`config.mk`:
```
export PLATFORM = sky130hd
export DESIGN_NAME = awbg_divider
export DESIGN_NICKNAME = d
export VERILOG_FILES = /design/src/rtl/awbg_pkg.sv /design/src/rtl/awbg_div_cell.sv /design/src/rtl/awbg_divider.sv
export SDC_FILE = /design/constraint.sdc
export NUM_CORES = 2
export LEC_CHECK = 0
export ABC_AREA = 1
export BUFFER_PORTS_ARGS = -buffer_cell sky130_fd_sc_hd__buf_2
export CAP_MARGIN = 0
export CORE_UTILIZATION = 65
export DETAILED_ROUTE_END_ITERATION = 7
export PLACE_DENSITY = 0.82
export SYNTH_ARGS = -nofsm -noshare
export SYNTH_HDL_FRONTEND = slang
export SYNTH_SLANG_ARGS = --single-unit
```
`constraint.sdc`:
```
create_clock -name clk -period 3.95 [get_ports clk]
set_input_delay 0.1975 -clock clk [delete_from_list [all_inputs] [get_ports clk]]
set_output_delay 0.1975 -clock clk [all_outputs]
set_load 0.005 [all_outputs]
```
`src/rtl/awbg_pkg.sv`:
```
`timescale 1ns / 1ps
// ----------------------------------------------------------------------------
// awbg_pkg
// shared types and constants of the white balance gain calculation
// ----------------------------------------------------------------------------
package awbg_pkg;

	localparam int unsigned RATIO_W = 10;
	// light corrected ratio reaches 1023*1535/1024 = 1533, one bit wider
	localparam int unsigned CR_W    = RATIO_W + 1;
	localparam int unsigned GAIN_W  = 12;
	// dividends stay below 4095*1023 < 2^22, quotients likewise
	localparam int unsigned NUM_W   = 22;
	localparam int unsigned QUO_W   = 22;

	localparam logic [7:0]         VALID_MARK = 8'h31;
	localparam logic [GAIN_W-1:0]  UNITY_GAIN = 12'd1024;
	localparam logic [GAIN_W-1:0]  GAIN_MAX   = 12'd4095;
	localparam logic [RATIO_W:0]   LIGHT_OFFSET = 11'd512;

	localparam logic [1:0] REG_TYP_RED = 2'd0;
	localparam logic [1:0] REG_TYP_BLUE = 2'd1;
	localparam logic [1:0] REG_DEF_RED = 2'd2;
	localparam logic [1:0] REG_DEF_BLUE = 2'd3;

	localparam logic [1:0] ST_OK   = 2'd0;
	localparam logic [1:0] ST_SAT  = 2'd1;
	localparam logic [1:0] ST_ZERO = 2'd2;

	// restoring divider cell payload
	typedef struct packed {
		logic              vld;
		logic [NUM_W-1:0]  rem;   // partial remainder
		logic [NUM_W-1:0]  num;   // remaining dividend bits, msb first
		logic [QUO_W-1:0]  quo;
		logic [CR_W-1:0]   den;
	} div_cell_t;

	// item context travelling beside the dividers
	typedef struct packed {
		logic               zero_err;
		logic               used_def;
		logic [1:0]         mode;   // which channel holds unity
		logic [CR_W-1:0]    rg;
		logic [CR_W-1:0]    bg;
		logic [RATIO_W-1:0] tr;
		logic [RATIO_W-1:0] tb;
	} ctx_t;

	localparam logic [1:0] M_GREEN = 2'd0;
	localparam logic [1:0] M_RED   = 2'd1;
	localparam logic [1:0] M_BLUE  = 2'd2;
	// both ratios at or above typical, settled after the first division
	localparam logic [1:0] M_BOTH  = 2'd3;

endpackage

```
`src/rtl/awbg_div_cell.sv`:
```
`timescale 1ns / 1ps
// ----------------------------------------------------------------------------
// awbg_div_cell
// one restoring division step, registered
// ----------------------------------------------------------------------------
module awbg_div_cell (
	input  logic                clk,
	input  logic                arst_n,
	input  awbg_pkg::div_cell_t d,
	output awbg_pkg::div_cell_t q
);
	import awbg_pkg::*;

	logic [NUM_W:0]   trial;
	logic [NUM_W:0]   shifted;
	logic             vld_q;
	logic [NUM_W-1:0] rem_q, num_q;
	logic [QUO_W-1:0] quo_q;
	logic [CR_W-1:0]  den_q;

	assign shifted = {d.rem, d.num[NUM_W-1]};
	assign trial   = shifted - {{(NUM_W+1-CR_W){1'b0}}, d.den};

	always_ff @(posedge clk or negedge arst_n) begin
		if (!arst_n) begin
			vld_q <= 1'b0;
		end else begin
			vld_q <= d.vld;
		end
	end

	always_ff @(posedge clk) begin
		den_q <= d.den;
		num_q <= {d.num[NUM_W-2:0], 1'b0};
		if (!trial[NUM_W]) begin
			rem_q <= trial[NUM_W-1:0];
			quo_q <= {d.quo[QUO_W-2:0], 1'b1};
		end else begin
			rem_q <= shifted[NUM_W-1:0];
			quo_q <= {d.quo[QUO_W-2:0], 1'b0};
		end
	end

	assign q = '{vld: vld_q, rem: rem_q, num: num_q, quo: quo_q, den: den_q};
endmodule

```
`src/rtl/awbg_divider.sv`:
```
`timescale 1ns / 1ps
// ----------------------------------------------------------------------------
// awbg_divider
// chain of division cells with the item context carried alongside
// ----------------------------------------------------------------------------
module awbg_divider (
	input  logic                        clk,
	input  logic                        arst_n,
	input  logic                        in_vld,
	input  logic [awbg_pkg::NUM_W-1:0]  num,
	input  logic [awbg_pkg::CR_W-1:0]   den,
	input  awbg_pkg::ctx_t              in_ctx,
	output logic                        out_vld,
	output logic [awbg_pkg::QUO_W-1:0]  quo,
	output awbg_pkg::ctx_t              out_ctx
);
	import awbg_pkg::*;

	div_cell_t chain [NUM_W+1];
	ctx_t      ctx_q [NUM_W+1];

	assign chain[0] = '{vld: in_vld, rem: '0, num: num, quo: '0, den: den};
	assign ctx_q[0] = in_ctx;

	for (genvar i = 0; i < NUM_W; i++) begin : g_cell
		awbg_div_cell u_cell (.clk(clk), .arst_n(arst_n), .d(chain[i]), .q(chain[i+1]));
		always_ff @(posedge clk) ctx_q[i+1] <= ctx_q[i];
	end

	assign out_vld = chain[NUM_W].vld;
	assign quo     = chain[NUM_W].quo;
	assign out_ctx = ctx_q[NUM_W];
endmodule

```
==> metrics.csv <==
metric,value,unit
R2R setup slack,1.34,ns
Max IR drop VDD,713,uV
Compound-Gate Fraction of Synth Area,0.0111,
met2 usage,0.525,
DIE WIDTH,335,um
failing checks,design-rule violations,
DRT Pass-1 Iters,8,
Worst slew margin,0.326,
die area,0.112,sq mm
clock share of power,0.293,
Cell variety after synth,35,
Worst Setup SP,g_cell[5].u_cell.den_q[10],
met3 usage,0.0483,
CTS tree,yes,
Setup-failing EPs final,0,
PwrDens,835,mW/mm^2
area of the mapped netlist,0.0722,sq mm
initial antenna violation count,9,
number of nets with antenna violations after routing,0,
clock tree sinks,2201,
DRT iter0 DRCs,3569,
first-pass GRT wire length,267000,um
busiest grt layer,met2,
Sw Share,0.359,
Ports,151,
share of cells above drive strength 1,0.0716,
"Area growth, synth to finish",13.1,%
Max Cap Viol,0,
Root Buffer,clkbuf_16,
CP Class,reg2reg,
# nets final,8746,
Vias/cell,5.02,
min Tclk post-route,2.61,ns
vias,50437,
met1 usage,0.364,
worst min path class,in2reg,
RSZ-0062 raised after global routing,no,
Placeable Area,0.109,sq mm
final weighted congestion of routability-driven global placement,0.941,
ys async rst share,0.0100,
Max Fanout on Critical Path,6,
top_reg_cell synth,dfxtp_1,
Congestion Overflow GR,0,
die span in y,335,um
LEAKAGE,41.1,nW
Hold WS,0.0407,ns
IO buf count,150,
number of synthesized flops with an enable pin,0,
Synth Instances,8089,
DRC Markers,4,
Synth Area in Adders,0.0458,
"Seq/Total Area, Yosys",0.612,
worst skew pair latency,0.83,ns
Worst Slack Setup Final,1.34,ns
switching pwr,24.5,mW
YS warnings,0,
final instance area,0.0816,sq mm
"Avg Cell Area, Syn",8.92,sq um
CP Data Arrival Time,3.33,ns
"commonest non-fill, non-tap cell in the layout",nand2_1,
All-Layer GR Usage,0.301,
H-tree depth,4,
Slew Limit Fails,0,
PostCTS Resize Cnt,0,
CTS buffer count,194,
drt total wl,168000,um
Detailed Place HPWL,108000,um
combinational share of power,0.279,
setup TNS,0,ns
fin crit share,0.660,
Worst-Margin Slew,1.01,ns
"worst slack, placed",1.51,ns
Placed Area,0.0735,sq mm
vias in the first global route,50462,
startpoint types,register,
mux contribution to synthesized area,0,
WL/cell,16.7,um
RR Startpoint,g_cell[5].u_cell.den_q[10],
Clock transition at path regs,0.07,ns
internal power,43.7,mW
Worst Setup EP,g_cell[6].u_cell.rem_q[17],
status,finished with violations,
row cnt,121,
most frequent cells in the layout,"2948 x nand2_1, 2179 x dfxtp_1, 1050 x inv_1",
share of power burned in registers,0.427,
clk_skew,0.0821,ns
fmax,383,MHz
#FFs+latches synth,2201,
largest family of logic cells by synthesized area,simple AND/OR/NAND/NOR gates,
CP Capture Type,register,
reg-to-reg endpoint,g_cell[6].u_cell.rem_q[17],
simple-gate area share of the yosys netlist,0.233,
clk buf depth,3,
Reg2Reg Depth,9,
Util after Layout,0.745,
Synth Area in XOR/XNOR,0.0252,
Starting Density,0.659,
Final Hold Fails,0,
critical path required time,4.67,ns
pin count of the biggest net entering global routing,27,
## what timing repair did
action                    4_1_cts  5_1_grt
hold buffers                  124        0
hold endpoints to repair      109        0
buffers inserted                0        0
## cells by family after synthesis
logic type	count (synthesis)
simple gates	4074
flops	2201
buf+inv	1212
fa+ha+maj	252
xor+xnor	208
compound gates	141
other cells	1
## final cells by class
| class | count | area (sq um) |
|---|---|---|
| fill | 7602 | 27900 |
| clock inverter | 91 | 1450 |
| clock buffer | 266 | 5420 |
| antenna | 1 | 2.50 |
| sequential | 2201 | 44200 |
| multi-input combinational | 4680 | 22700 |
| inverter | 1061 | 3980 |
| tap | 1476 | 1850 |
| timing repair buffer | 274 | 1990 |
## state kept, by name (all words and copies together), names as in the netlist
register / cells
ctx_q: 966
g_cell.u_cell.rem_q: 452
g_cell.u_cell.quo_q: 253
g_cell.u_cell.den_q: 231
g_cell.u_cell.num_q: 231
out_ctx: 46
g_cell.u_cell.vld_q: 22
## worst min-delay path by stage
| stage | startpoint | endpoint | slack, ns | depth (start not counted) |
|---|---|---|---|---|
| 2_1_floorplan | arst_n | g_cell[0].u_cell.vld_q | -0.1 | 0 |
| 3_3_place_gp | arst_n | g_cell[20].u_cell.vld_q | 0.16 | 1 |
| 3_5_place_dp | arst_n | g_cell[3].u_cell.vld_q | 0.17 | 1 |
| 4_1_cts | den[0] | g_cell[0].u_cell.den_q[0] | 0.0005 | 2 |
| 5_1_grt | den[0] | g_cell[0].u_cell.den_q[0] | 0.02 | 2 |
| 6_report | num[17] | g_cell[0].u_cell.num_q[18] | 0.04 | 2 |
## power by group through the flow
stage          clock network (mW)  registers (mW)  logic, mW
4_1_cts                      20.1            29.0       18.8
6_report                     20.0            29.1       19.0
5_1_grt                      21.2            29.4       21.8
3_3_place_gp                    0            29.3       18.0
2_1_floorplan                   0            27.9       15.0
3_5_place_dp                    0            29.4       18.3
## critical path: stages (launching register included)
cell and delay, ns:
dfxtp_1 0.36, inv_1 0.05, ha_1 0.37, a21oi_1 0.26
nand2_1 0.10, a21oi_1 0.57, nand4_1 0.48, nand2_1 0.17
nand2_1 0.06, nand2_1 0.12
## synthesized netlist by cell type (17+ instances only)
cell type / n / area [sq um]
nand3_2: 18 / 180
nand4_1: 151 / 945
nand2_1: 2948 / 11100
xor2_1: 132 / 1160
buf_6: 41 / 462
o21ai_0: 19 / 95.1
xnor2_1: 76 / 666
ha_1: 232 / 2900
inv_1: 1050 / 3940
a21oi_1: 98 / 490
fa_1: 20 / 400
nand3b_1: 44 / 330
dfrtp_1: 22 / 551
nor3_2: 19 / 190
buf_4: 102 / 766
nand3_1: 383 / 1920
nor3_1: 20 / 100
dfxtp_1: 2179 / 43600
nor2_2: 17 / 106
nor2_1: 407 / 1530
nand2_2: 63 / 394
## layer usage
| metal | up-vias | wire (um) |
|---|---|---|
| met4 | 16 | 7610 |
| met5 | - | 97 |
| met1 | 23009 | 68800 |
| met3 | 534 | 9600 |
| met2 | 1688 | 81700 |
| li1 | 25190 | - |
## through the flow
| stage | power [mW] | std cells |
|---|---|---|
| global route | 72.3 | 10050 |
| floorplan | 42.9 | 8093 |
| finish | 68.2 | 10050 |
| global placement | 47.3 | 9568 |
| detailed placement | 47.7 | 9568 |
| CTS | 67.9 | 10049 |
(Power assumes the default switching activity.)
